$ cat config.mk
export PLATFORM = sky130hd
export DESIGN_NAME = two_sensor_scalar_kalman_fusion_flat
export DESIGN_NICKNAME = d
export VERILOG_FILES = /design/src/rtl/core/kfus_pkg.sv /design/src/rtl/core/kfus_if.sv /design/src/rtl/core/kfus_div.sv /design/src/rtl/core/two_sensor_scalar_kalman_fusion.sv /design/src/flat_wrapper.sv
export SDC_FILE = /design/constraint.sdc
export NUM_CORES = 2
export LEC_CHECK = 0
export BUFFER_PORTS_ARGS = -buffer_cell sky130_fd_sc_hd__buf_2
export CAP_MARGIN = 20
export CORE_ASPECT_RATIO = 1.25
export CORE_MARGIN = 3
export CORE_UTILIZATION = 45
export DETAILED_ROUTE_END_ITERATION = 7
export GPL_ROUTABILITY_DRIVEN = 0
export GPL_TIMING_DRIVEN = 0
export SLEW_MARGIN = 10
export SYNTH_ARGS = -nofsm -noshare
export SYNTH_HDL_FRONTEND = slang
export SYNTH_SLANG_ARGS = --single-unit
$ cat constraint.sdc
create_clock -name clk -period 15.3 [get_ports clk]
set_clock_uncertainty 0.15 [all_clocks]
set_input_delay 0.765 -clock clk [delete_from_list [all_inputs] [get_ports clk]]
set_output_delay 0.765 -clock clk [all_outputs]
set_load 0.01 [all_outputs]
$ cat src/rtl/core/kfus_pkg.sv
// ----------------------------------------------------------------------------
// kfus_pkg: shared definitions for the two-sensor altitude Kalman fusion
// Fixed-point widths, register indexes, sequencer states and unit status.
// ----------------------------------------------------------------------------
package kfus_pkg;

  localparam int SAMPLE_WIDTH = 32;
  localparam int FRAC_BITS    = 16;
  localparam int CFG_WIDTH    = FRAC_BITS + 8;
  localparam int VAR_WIDTH    = FRAC_BITS + 9;
  localparam int DEN_WIDTH    = VAR_WIDTH + 1;
  localparam int INNOV_WIDTH  = SAMPLE_WIDTH + 1;
  localparam int CORR_WIDTH   = INNOV_WIDTH + 1;
  localparam int MUL_A_WIDTH  = (INNOV_WIDTH > VAR_WIDTH) ? INNOV_WIDTH : VAR_WIDTH;
  localparam int MUL_B_WIDTH  = FRAC_BITS + 1;
  localparam int PROD_WIDTH   = MUL_A_WIDTH + MUL_B_WIDTH;
  localparam int STEP_CNT_WIDTH = $clog2(FRAC_BITS);
  localparam int CFG_IDX_WIDTH  = 2;

  localparam logic [MUL_B_WIDTH-1:0] GAIN_ONE = MUL_B_WIDTH'(1) << FRAC_BITS;

  localparam logic [CFG_WIDTH-1:0] PROCESS_VAR_RST = CFG_WIDTH'(655);
  localparam logic [CFG_WIDTH-1:0] GPS_VAR_RST     = CFG_WIDTH'(65536);
  localparam logic [CFG_WIDTH-1:0] PROX_VAR_RST    = CFG_WIDTH'(1638400);

  typedef enum logic [CFG_IDX_WIDTH-1:0] {
    REG_PROCESS_VAR = 2'd0,
    REG_GPS_VAR     = 2'd1,
    REG_PROX_VAR    = 2'd2
  } reg_idx_t;

  typedef enum logic [2:0] {
    ST_IDLE,
    ST_PREDICT,
    ST_DIV_GO,
    ST_DIV_WAIT,
    ST_MUL_EST,
    ST_UPD_EST,
    ST_UPD_VAR,
    ST_DONE
  } kfus_state_t;

  typedef struct packed {
    logic busy;
    logic done;
  } div_stat_t;

endpackage

$ cat src/rtl/core/kfus_if.sv
// ----------------------------------------------------------------------------
// kfus_if: valid/ready channels of the altitude fusion block
// Sample input, fused result output and register write channel.
// ----------------------------------------------------------------------------
interface kfus_sample_if import kfus_pkg::*; ();
  logic                           valid;
  logic                           ready;
  logic signed [SAMPLE_WIDTH-1:0] gps_altitude;
  logic signed [SAMPLE_WIDTH-1:0] prox_altitude;

  modport source (output valid, gps_altitude, prox_altitude, input ready);
  modport sink   (input valid, gps_altitude, prox_altitude, output ready);
endinterface

interface kfus_result_if import kfus_pkg::*; ();
  logic                           valid;
  logic                           ready;
  logic signed [SAMPLE_WIDTH-1:0] altitude_estimate;
  logic        [VAR_WIDTH-1:0]    estimate_variance;

  modport source (output valid, altitude_estimate, estimate_variance, input ready);
  modport sink   (input valid, altitude_estimate, estimate_variance, output ready);
endinterface

interface kfus_cfg_if import kfus_pkg::*; ();
  logic                     valid;
  logic                     ready;
  logic [CFG_IDX_WIDTH-1:0] index;
  logic [CFG_WIDTH-1:0]     data;

  modport source (output valid, index, data, input ready);
  modport sink   (input valid, index, data, output ready);
endinterface

$ cat src/rtl/core/kfus_div.sv
// ----------------------------------------------------------------------------
// kfus_div: shift-subtract gain divider
// Gain = floor(P * 2^F / (P + R)), one quotient bit per cycle; all ones if only R is 0.
// ----------------------------------------------------------------------------
module kfus_div import kfus_pkg::*; (
  input  logic                  clk,
  input  logic                  rst,
  input  logic                  start,
  input  logic [VAR_WIDTH-1:0]  p,
  input  logic [CFG_WIDTH-1:0]  r,
  output div_stat_t             stat,
  output logic [FRAC_BITS-1:0]  quot
);

  logic                      busy;
  logic                      done;
  logic [STEP_CNT_WIDTH-1:0] cnt;
  logic [DEN_WIDTH-1:0]      rem;
  logic [DEN_WIDTH-1:0]      den;
  logic [DEN_WIDTH:0]        rem2;
  logic [DEN_WIDTH:0]        diff;
  logic                      last;

  assign rem2 = {rem, 1'b0};
  assign diff = rem2 - {1'b0, den};
  assign last = (cnt == STEP_CNT_WIDTH'(FRAC_BITS - 1));

  always_ff @(posedge clk) begin
    if (rst) begin
      busy <= 1'b0;
      done <= 1'b0;
    end else begin
      done <= 1'b0;
      if (start) begin
        // zero noise: gain saturates, or stays zero when P is zero too
        if (r == '0) begin
          done <= 1'b1;
        end else begin
          busy <= 1'b1;
        end
      end else if (busy && last) begin
        busy <= 1'b0;
        done <= 1'b1;
      end
    end
  end

  always_ff @(posedge clk) begin
    if (start) begin
      den  <= DEN_WIDTH'(p) + DEN_WIDTH'(r);
      rem  <= DEN_WIDTH'(p);
      cnt  <= '0;
      quot <= (r == '0 && p != '0) ? '1 : '0;
    end else if (busy) begin
      cnt <= cnt + STEP_CNT_WIDTH'(1);
      if (!diff[DEN_WIDTH]) begin
        rem  <= diff[DEN_WIDTH-1:0];
        quot <= {quot[FRAC_BITS-2:0], 1'b1};
      end else begin
        rem  <= rem2[DEN_WIDTH-1:0];
        quot <= {quot[FRAC_BITS-2:0], 1'b0};
      end
    end
  end

  assign stat.busy = busy;
  assign stat.done = done;

`ifndef SYNTHESIS
  a_no_restart: assert property (@(posedge clk) disable iff (rst) start |-> !busy)
    else $error("divider started while busy");
  a_finish: assert property (@(posedge clk) disable iff (rst)
    busy && last && !start |=> done && !busy)
    else $error("divider did not finish after last step");
  a_done_idle: assert property (@(posedge clk) disable iff (rst) done |-> !busy)
    else $error("divider done while still busy");
`endif

endmodule

$ cat src/rtl/core/two_sensor_scalar_kalman_fusion.sv
// ----------------------------------------------------------------------------
// two_sensor_scalar_kalman_fusion: scalar Kalman altitude fusion, GPS + prox
// Predict, then GPS correction, then proximity correction per sample word.
// ----------------------------------------------------------------------------
// Usage:
//   samples : sink channel, one word = GPS and proximity altitude (Q15.16).
//   results : source channel, one word per sample = fused estimate (Q15.16)
//             and its variance (Q9.16).
//   cfg     : register writes, always ready; index 0 process_var, 1 gps_var,
//             2 prox_var; other indexes are ignored. Write only when idle.
//   The first word after reset seeds the estimate with the mean of both
//   samples and the variance with process_var.
//   Each word runs a predict step, then per sensor the divider start, 16
//   shift-subtract steps and the done strobe, then MUL_EST, UPD_EST and
//   UPD_VAR on the shared multiplier, then the output load. A zero noise
//   register skips the shift-subtract steps of its division.
//   One word is in work at a time; a new word is taken only in idle.
//   The result register holds a finished word while the receiver stalls;
//   the next sample is still accepted, but its result waits for the slot.
//   rst (synchronous) restores register defaults and clears the filter.
// ----------------------------------------------------------------------------
module two_sensor_scalar_kalman_fusion import kfus_pkg::*; (
  input  logic          clk,
  input  logic          rst,
  kfus_sample_if.sink   samples,
  kfus_result_if.source results,
  kfus_cfg_if.sink      cfg
);

  kfus_state_t state, state_next;

  logic [CFG_WIDTH-1:0]           process_var;
  logic [CFG_WIDTH-1:0]           gps_var;
  logic [CFG_WIDTH-1:0]           prox_var;
  logic signed [SAMPLE_WIDTH-1:0] estimate;
  logic [VAR_WIDTH-1:0]           variance;
  logic                           started;
  logic signed [SAMPLE_WIDTH-1:0] gps_z;
  logic signed [SAMPLE_WIDTH-1:0] prox_z;
  logic                           second;
  logic                           innov_neg;
  logic [PROD_WIDTH-1:0]          prod;
  logic                           out_valid;
  logic signed [SAMPLE_WIDTH-1:0] out_est;
  logic [VAR_WIDTH-1:0]           out_var;

  logic                           div_start;
  div_stat_t                      div_stat;
  logic [FRAC_BITS-1:0]           gain;

  logic signed [SAMPLE_WIDTH-1:0] z;
  logic [CFG_WIDTH-1:0]           r;
  logic signed [INNOV_WIDTH-1:0]  innov;
  logic [INNOV_WIDTH-1:0]         innov_mag;
  logic signed [INNOV_WIDTH-1:0]  seed_sum;
  logic signed [INNOV_WIDTH-1:0]  seed_half;
  logic [VAR_WIDTH-1:0]           var_base;
  logic [VAR_WIDTH:0]             var_sum;
  logic [INNOV_WIDTH-1:0]         corr_q;
  logic                           corr_frac;
  logic signed [CORR_WIDTH-1:0]   corr_mag;
  logic signed [CORR_WIDTH-1:0]   corr;
  logic signed [CORR_WIDTH-1:0]   est_sum;
  logic [MUL_A_WIDTH-1:0]         mul_a;
  logic [MUL_B_WIDTH-1:0]         mul_b;
  logic                           out_load;

  kfus_div u_div (
    .clk   (clk),
    .rst   (rst),
    .start (div_start),
    .p     (variance),
    .r     (r),
    .stat  (div_stat),
    .quot  (gain)
  );

  // register file
  assign cfg.ready = 1'b1;

  always_ff @(posedge clk) begin
    if (rst) begin
      process_var <= PROCESS_VAR_RST;
      gps_var     <= GPS_VAR_RST;
      prox_var    <= PROX_VAR_RST;
    end else if (cfg.valid) begin
      case (reg_idx_t'(cfg.index))
        REG_PROCESS_VAR: process_var <= cfg.data;
        REG_GPS_VAR:     gps_var     <= cfg.data;
        REG_PROX_VAR:    prox_var    <= cfg.data;
        default: ;
      endcase
    end
  end

  // datapath
  assign z = second ? prox_z : gps_z;
  assign r = second ? prox_var : gps_var;

  assign innov     = INNOV_WIDTH'(z) - INNOV_WIDTH'(estimate);
  assign innov_mag = innov[INNOV_WIDTH-1] ? INNOV_WIDTH'(-innov) : INNOV_WIDTH'(innov);

  assign seed_sum  = INNOV_WIDTH'(gps_z) + INNOV_WIDTH'(prox_z);
  assign seed_half = seed_sum >>> 1;

  assign var_base = started ? variance : VAR_WIDTH'(process_var);
  assign var_sum  = {1'b0, var_base} + (VAR_WIDTH + 1)'(process_var);

  assign corr_q    = prod[FRAC_BITS +: INNOV_WIDTH];
  assign corr_frac = |prod[FRAC_BITS-1:0];
  assign corr_mag  = {1'b0, corr_q};
  assign corr      = innov_neg ? (-corr_mag - CORR_WIDTH'(corr_frac)) : corr_mag;
  assign est_sum   = CORR_WIDTH'(estimate) + corr;

  always_comb begin
    mul_a = '0;
    mul_b = '0;
    case (state)
      ST_MUL_EST: begin
        mul_a = MUL_A_WIDTH'(innov_mag);
        mul_b = MUL_B_WIDTH'(gain);
      end
      ST_UPD_EST: begin
        mul_a = MUL_A_WIDTH'(variance);
        mul_b = GAIN_ONE - MUL_B_WIDTH'(gain);
      end
      default: ;
    endcase
  end

  always_ff @(posedge clk) begin
    prod <= mul_a * mul_b;
  end

  always_ff @(posedge clk) begin
    if (samples.valid && samples.ready) begin
      gps_z  <= samples.gps_altitude;
      prox_z <= samples.prox_altitude;
    end
    if (state == ST_MUL_EST) begin
      innov_neg <= innov[INNOV_WIDTH-1];
    end
    if (out_load) begin
      out_est <= estimate;
      out_var <= variance;
    end
  end

  always_ff @(posedge clk) begin
    if (rst) begin
      estimate <= '0;
      variance <= '0;
      started  <= 1'b0;
      second   <= 1'b0;
    end else begin
      case (state)
        ST_PREDICT: begin
          started <= 1'b1;
          second  <= 1'b0;
          if (!started) begin
            estimate <= seed_half[SAMPLE_WIDTH-1:0];
          end
          variance <= var_sum[VAR_WIDTH] ? '1 : var_sum[VAR_WIDTH-1:0];
        end
        ST_UPD_EST: estimate <= est_sum[SAMPLE_WIDTH-1:0];
        ST_UPD_VAR: begin
          variance <= prod[FRAC_BITS +: VAR_WIDTH];
          second   <= 1'b1;
        end
        default: ;
      endcase
    end
  end

  // result register
  always_ff @(posedge clk) begin
    if (rst) begin
      out_valid <= 1'b0;
    end else if (out_load) begin
      out_valid <= 1'b1;
    end else if (results.ready) begin
      out_valid <= 1'b0;
    end
  end

  assign results.valid             = out_valid;
  assign results.altitude_estimate = out_est;
  assign results.estimate_variance = out_var;

  // sequencer
  always_ff @(posedge clk) begin
    if (rst) begin
      state <= ST_IDLE;
    end else begin
      state <= state_next;
    end
  end

  always_comb begin
    state_next    = state;
    samples.ready = 1'b0;
    div_start     = 1'b0;
    out_load      = 1'b0;
    case (state)
      ST_IDLE: begin
        samples.ready = 1'b1;
        if (samples.valid) begin
          state_next = ST_PREDICT;
        end
      end
      ST_PREDICT: state_next = ST_DIV_GO;
      ST_DIV_GO: begin
        div_start  = 1'b1;
        state_next = ST_DIV_WAIT;
      end
      ST_DIV_WAIT: begin
        if (div_stat.done) begin
          state_next = ST_MUL_EST;
        end
      end
      ST_MUL_EST: state_next = ST_UPD_EST;
      ST_UPD_EST: state_next = ST_UPD_VAR;
      ST_UPD_VAR: state_next = second ? ST_DONE : ST_DIV_GO;
      ST_DONE: begin
        if (!out_valid || results.ready) begin
          out_load   = 1'b1;
          state_next = ST_IDLE;
        end
      end
      default: state_next = ST_IDLE;
    endcase
  end

`ifndef SYNTHESIS
  a_div_to_mul: assert property (@(posedge clk) disable iff (rst)
    state == ST_DIV_WAIT && div_stat.done |=> state == ST_MUL_EST)
    else $error("gain ready but multiply not started");
  a_var_shrinks: assert property (@(posedge clk) disable iff (rst)
    state == ST_UPD_VAR |=> variance <= $past(variance))
    else $error("correction grew the variance");
  a_started: assert property (@(posedge clk) disable iff (rst)
    state == ST_PREDICT |=> started)
    else $error("filter not marked started after predict");
`endif

endmodule

$ cat src/flat_wrapper.sv
// flat-port wrapper written by rule: the top's interface ports become plain ports
module two_sensor_scalar_kalman_fusion_flat import kfus_pkg::*;
  (clk, rst, samples_valid, samples_gps_altitude, samples_prox_altitude, samples_ready, results_valid, results_altitude_estimate, results_estimate_variance, results_ready, cfg_valid, cfg_index, cfg_data, cfg_ready);
  kfus_sample_if samples_i ();
  kfus_result_if results_i ();
  kfus_cfg_if cfg_i ();
  input  logic clk;
  input  logic rst;
  input wire logic [$bits(samples_i.valid)-1:0] samples_valid;
  input wire logic [$bits(samples_i.gps_altitude)-1:0] samples_gps_altitude;
  input wire logic [$bits(samples_i.prox_altitude)-1:0] samples_prox_altitude;
  output wire logic [$bits(samples_i.ready)-1:0] samples_ready;
  output wire logic [$bits(results_i.valid)-1:0] results_valid;
  output wire logic [$bits(results_i.altitude_estimate)-1:0] results_altitude_estimate;
  output wire logic [$bits(results_i.estimate_variance)-1:0] results_estimate_variance;
  input wire logic [$bits(results_i.ready)-1:0] results_ready;
  input wire logic [$bits(cfg_i.valid)-1:0] cfg_valid;
  input wire logic [$bits(cfg_i.index)-1:0] cfg_index;
  input wire logic [$bits(cfg_i.data)-1:0] cfg_data;
  output wire logic [$bits(cfg_i.ready)-1:0] cfg_ready;
  assign samples_i.valid = samples_valid;
  assign samples_i.gps_altitude = samples_gps_altitude;
  assign samples_i.prox_altitude = samples_prox_altitude;
  assign samples_ready = samples_i.ready;
  assign results_valid = results_i.valid;
  assign results_altitude_estimate = results_i.altitude_estimate;
  assign results_estimate_variance = results_i.estimate_variance;
  assign results_i.ready = results_ready;
  assign cfg_i.valid = cfg_valid;
  assign cfg_i.index = cfg_index;
  assign cfg_i.data = cfg_data;
  assign cfg_ready = cfg_i.ready;
  two_sensor_scalar_kalman_fusion u_core (.clk(clk), .rst(rst), .samples(samples_i), .results(results_i), .cfg(cfg_i));
endmodule
==> impl_metrics.env <==
export IMPL_synthDistinctLibCells=91
export IMPL_fmax_mhz=68.2
export IMPL_overflow=0
export IMPL_min_to="u_core.prox_z[6]$_DFFE_PP_"
export IMPL_final_area_mm2=0.0462
export IMPL_timing_rr_end="u_core.prod[46]$_DFF_P_"
export IMPL_synth_top_cell_area_share_pct=22.2
export IMPL_die_w_um=280
export IMPL_path_delay_family="compound AO/OA/AOI/OAI gates"
export IMPL_min_path_cells=1
export IMPL_clk_pin_slew_worst_paths_ps=60
export IMPL_fill_cells=9060
export IMPL_grt_pass1_vias=35700
export IMPL_root_buffer="clkbuf_16"
export IMPL_via_per_inst=5.68
export IMPL_internal_power_mw=2.97
export IMPL_start_util_pct=45.4
export IMPL_syn_inst=4833
export IMPL_comb_power_share_pct=51.8
export IMPL_synth_commonest_cells="nand2_1, inv_1, fa_1"
export IMPL_cts_tree="built"
export IMPL_synth_top_family_by_area="adder cells"
export IMPL_power_share_switching_pct=46.0
export IMPL_slew_violations=0
export IMPL_yosysMostFrequentCell="nand2_1"
export IMPL_synthMuxAreaShare_pct=2.78
export IMPL_crit_buf_inv=11
export IMPL_rows=125
export IMPL_synth_warnings=0
export IMPL_numCtsBuffers=43
export IMPL_regArea_mm2=0.00948
export IMPL_synthToLayoutAreaGrowth_pct=9.16
export IMPL_htree_levels=2
export IMPL_cts_resized=0
export IMPL_vias=35700
export IMPL_drt_iter0_drc=2744
export IMPL_period_minus_slack_ps=14670
export IMPL_synth_simple_area_share_pct=15.9
export IMPL_drive_gt1_share_pct=7.55
export IMPL_max_cap_violations=0
export IMPL_cts_hold_buf=0
export IMPL_synth_fp_nets=5717
export IMPL_status="complete, no violations"
export IMPL_track_usage_pct=28.2
export IMPL_multi_input_area_mm2=0.0296
export IMPL_firstDrtPassIters=7
export IMPL_p_seq_share_pct=29.3
export IMPL_synth_area_leaders="fa_1, edfxtp_1, ha_1"
export IMPL_ant_nets=0
export IMPL_drcViolationCount=0
export IMPL_power_frac_clock_pct=18.9
export IMPL_worstMarginPinSlew_ps=1160
export IMPL_numPortBuffers=152
export IMPL_grt_pass1_wl_um=210000
export IMPL_p_leak_nw=20.6
export IMPL_antenna_found_initial=1
export IMPL_peakVddDrop_uv=122
export IMPL_timing_final_crit_share_pct=95.9
export IMPL_core_area_mm2=0.0932
export IMPL_grt_setup_unrepaired="false"
export IMPL_end_kind="register"
export IMPL_critical_path_required_ps=15660
export IMPL_cp_common_cell="fa_1"
export IMPL_max_slew_margin_pct=22.0
export IMPL_holdWs_ps=201
export IMPL_start_kind="register"
export IMPL_synth_edff_count=189
export IMPL_yosys_area_top_type="fa_1"
export IMPL_die_h_um=349
export IMPL_synthFlopType="dfxtp_1"
export IMPL_rr_startpoint="u_core.second$_SDFFE_PP0P_"
export IMPL_netlist_area_mm2=0.0424
export IMPL_critPathKind="register to register"
export IMPL_routedWlPerCell_um=22.0
export IMPL_setup_tns_ps=0
export IMPL_cts_setup_buffers=0
export IMPL_r2r_slack_ps=630
export IMPL_synth_xor_area_share_pct=4.83
export IMPL_clkLatencyLatePin_ps=590
export IMPL_power_density_mw_per_mm2=119
export IMPL_synth_fa_ha_area_share_pct=31.6
export IMPL_cpPeakStageDelay_ps=850
export IMPL_crit_slowest_cell="o21ai_1"
export IMPL_synth_compound_area_share_pct=14.7
export IMPL_syn_avg_cell_area_um2=8.76
export IMPL_clock_sinks=379
export IMPL_critPathMaxFanout=10
export IMPL_async_flop_share_pct=0
export IMPL_routed_wl_um=138000
export IMPL_hold_viol_final=0
export IMPL_die_area_mm2=0.0979
export IMPL_boundaryPins=155
export IMPL_grt_max_degree=65
export IMPL_switching_power_mw=2.53
export IMPL_ff2ff_path_depth=42
export IMPL_clock_path_buffers=3
export IMPL_ys_ff_latch=379
export IMPL_setup_viol=0
export IMPL_hpwl_um=113000
export IMPL_layout_nets=5924
export IMPL_arrival_ps=15030
export IMPL_hold_class="primary input to register"
export IMPL_ys_seq_area_share_pct=22.4
export IMPL_place_area_mm2=0.0448
export IMPL_min_delay_start="samples_prox_altitude[6]"
==> stage by stage <==
stage               setup WS [ps]  total power [mW]  util [%]  instances
CTS                           284              5.49      49.6       6280
floorplan                    4300              3.50         -       4833
finish                        633              5.50      49.6       6285
detailed placement            317              4.43      48.1       6200
global placement              371              4.39      47.9       6191
global route                 53.2              5.83      49.6       6281
==> power by group through the flow <==
stage / clock network [mW] / logic, mW / registers, mW
after floorplan: 0 / 2.03 / 1.47
after global placement: 0 / 2.76 / 1.63
after detailed placement: 0 / 2.80 / 1.63
after CTS: 1.06 / 2.82 / 1.61
after global routing: 1.10 / 3.11 / 1.63
final: 1.04 / 2.85 / 1.61
==> worst max path at each step <==
stage                                     startpoint                       to  cells past startpoint
after floorplan           u_core.second$_SDFFE_PP0P_  u_core.prod[46]$_DFF_P_                     42
after global placement    u_core.second$_SDFFE_PP0P_  u_core.prod[46]$_DFF_P_                     43
after detailed placement  u_core.second$_SDFFE_PP0P_  u_core.prod[46]$_DFF_P_                     43
after CTS                 u_core.second$_SDFFE_PP0P_  u_core.prod[46]$_DFF_P_                     43
after global routing      u_core.second$_SDFFE_PP0P_  u_core.prod[46]$_DFF_P_                     42
final                     u_core.second$_SDFFE_PP0P_  u_core.prod[46]$_DFF_P_                     42
==> kinds of logic (layout without fill, tap and decap cells) <==
group	Yosys count	after routing
and+or+nand+nor	1492	1492
AOI/OAI and AO/OA	965	965
buffers and inverters	867	1109
adders and majority gates	789	789
DFF	379	379
xor gates and xnor gates	232	232
muxes	108	108
other	1	5
==> metal layers <==
| metal | GRT usage [%] | part of all wire [%] | wire length (um) | up-vias |
|---|---|---|---|---|
| li1 | - | - | - | 16500 |
| met1 | 34.4 | 39 | 54400 | 17500 |
| met2 | 48.8 | 48 | 66900 | 1342 |
| met3 | 3.71 | 6.4 | 8900 | 352 |
| met4 | 14.1 | 5.7 | 7870 | 0 |
| met5 | 0 | 0 | 0 | - |
==> state kept, by name, summed over array words and instances, names as in the netlist, 25 cells and up <==
register / count
u_core.estimate: 32
u_core.prod: 48
u_core.u_div.rem: 26
u_core.results.altitude_estimate: 32
u_core.variance: 25
u_core.prox_z: 32
u_core.gps_z: 32
u_core.u_div.den: 26
u_core.results.estimate_variance: 25
==> placed cells by master, fill, tap and decap left out, types with 15 or more instances in the layout <==
cell	netlist	final
nand2_1	682	682
inv_1	671	671
fa_1	469	469
nor2_1	336	335
ha_1	320	320
a21oi_1	269	269
dfxtp_1	190	190
o21ai_0	190	189
edfxtp_1	189	189
buf_2	19	172
xnor2_1	163	163
clkbuf_1	157	160
a21o_1	128	128
and2_1	88	87
mux2_2	77	77
nor3_1	76	76
xor2_1	67	67
nand3_1	66	66
a211oi_1	61	61
o21a_1	54	54
clkbuf_16	0	45
nand2b_1	43	43
a31oi_1	32	32
and3_1	31	31
mux2i_1	31	31
a2111oi_0	28	28
nor2b_1	27	27
or3_1	26	26
o21bai_1	26	26
nor4_1	22	21
nand4_1	20	20
nand3b_1	19	19
o21ai_1	19	16
buf_1	15	15
o211ai_1	15	15
==> area by class of cell <==
class	instances	share of cell area [%]
clock buffer	53	2.57
antenna	4	0.0216
sequential	379	20.5
multi-input combinational	3587	64.1
inverter	673	5.46
tap	1206	3.26
timing repair buffer	162	1.95
buffer	194	1.66
clock inverter	27	0.479
No activity file was read; power rests on OpenSTA's default activity.
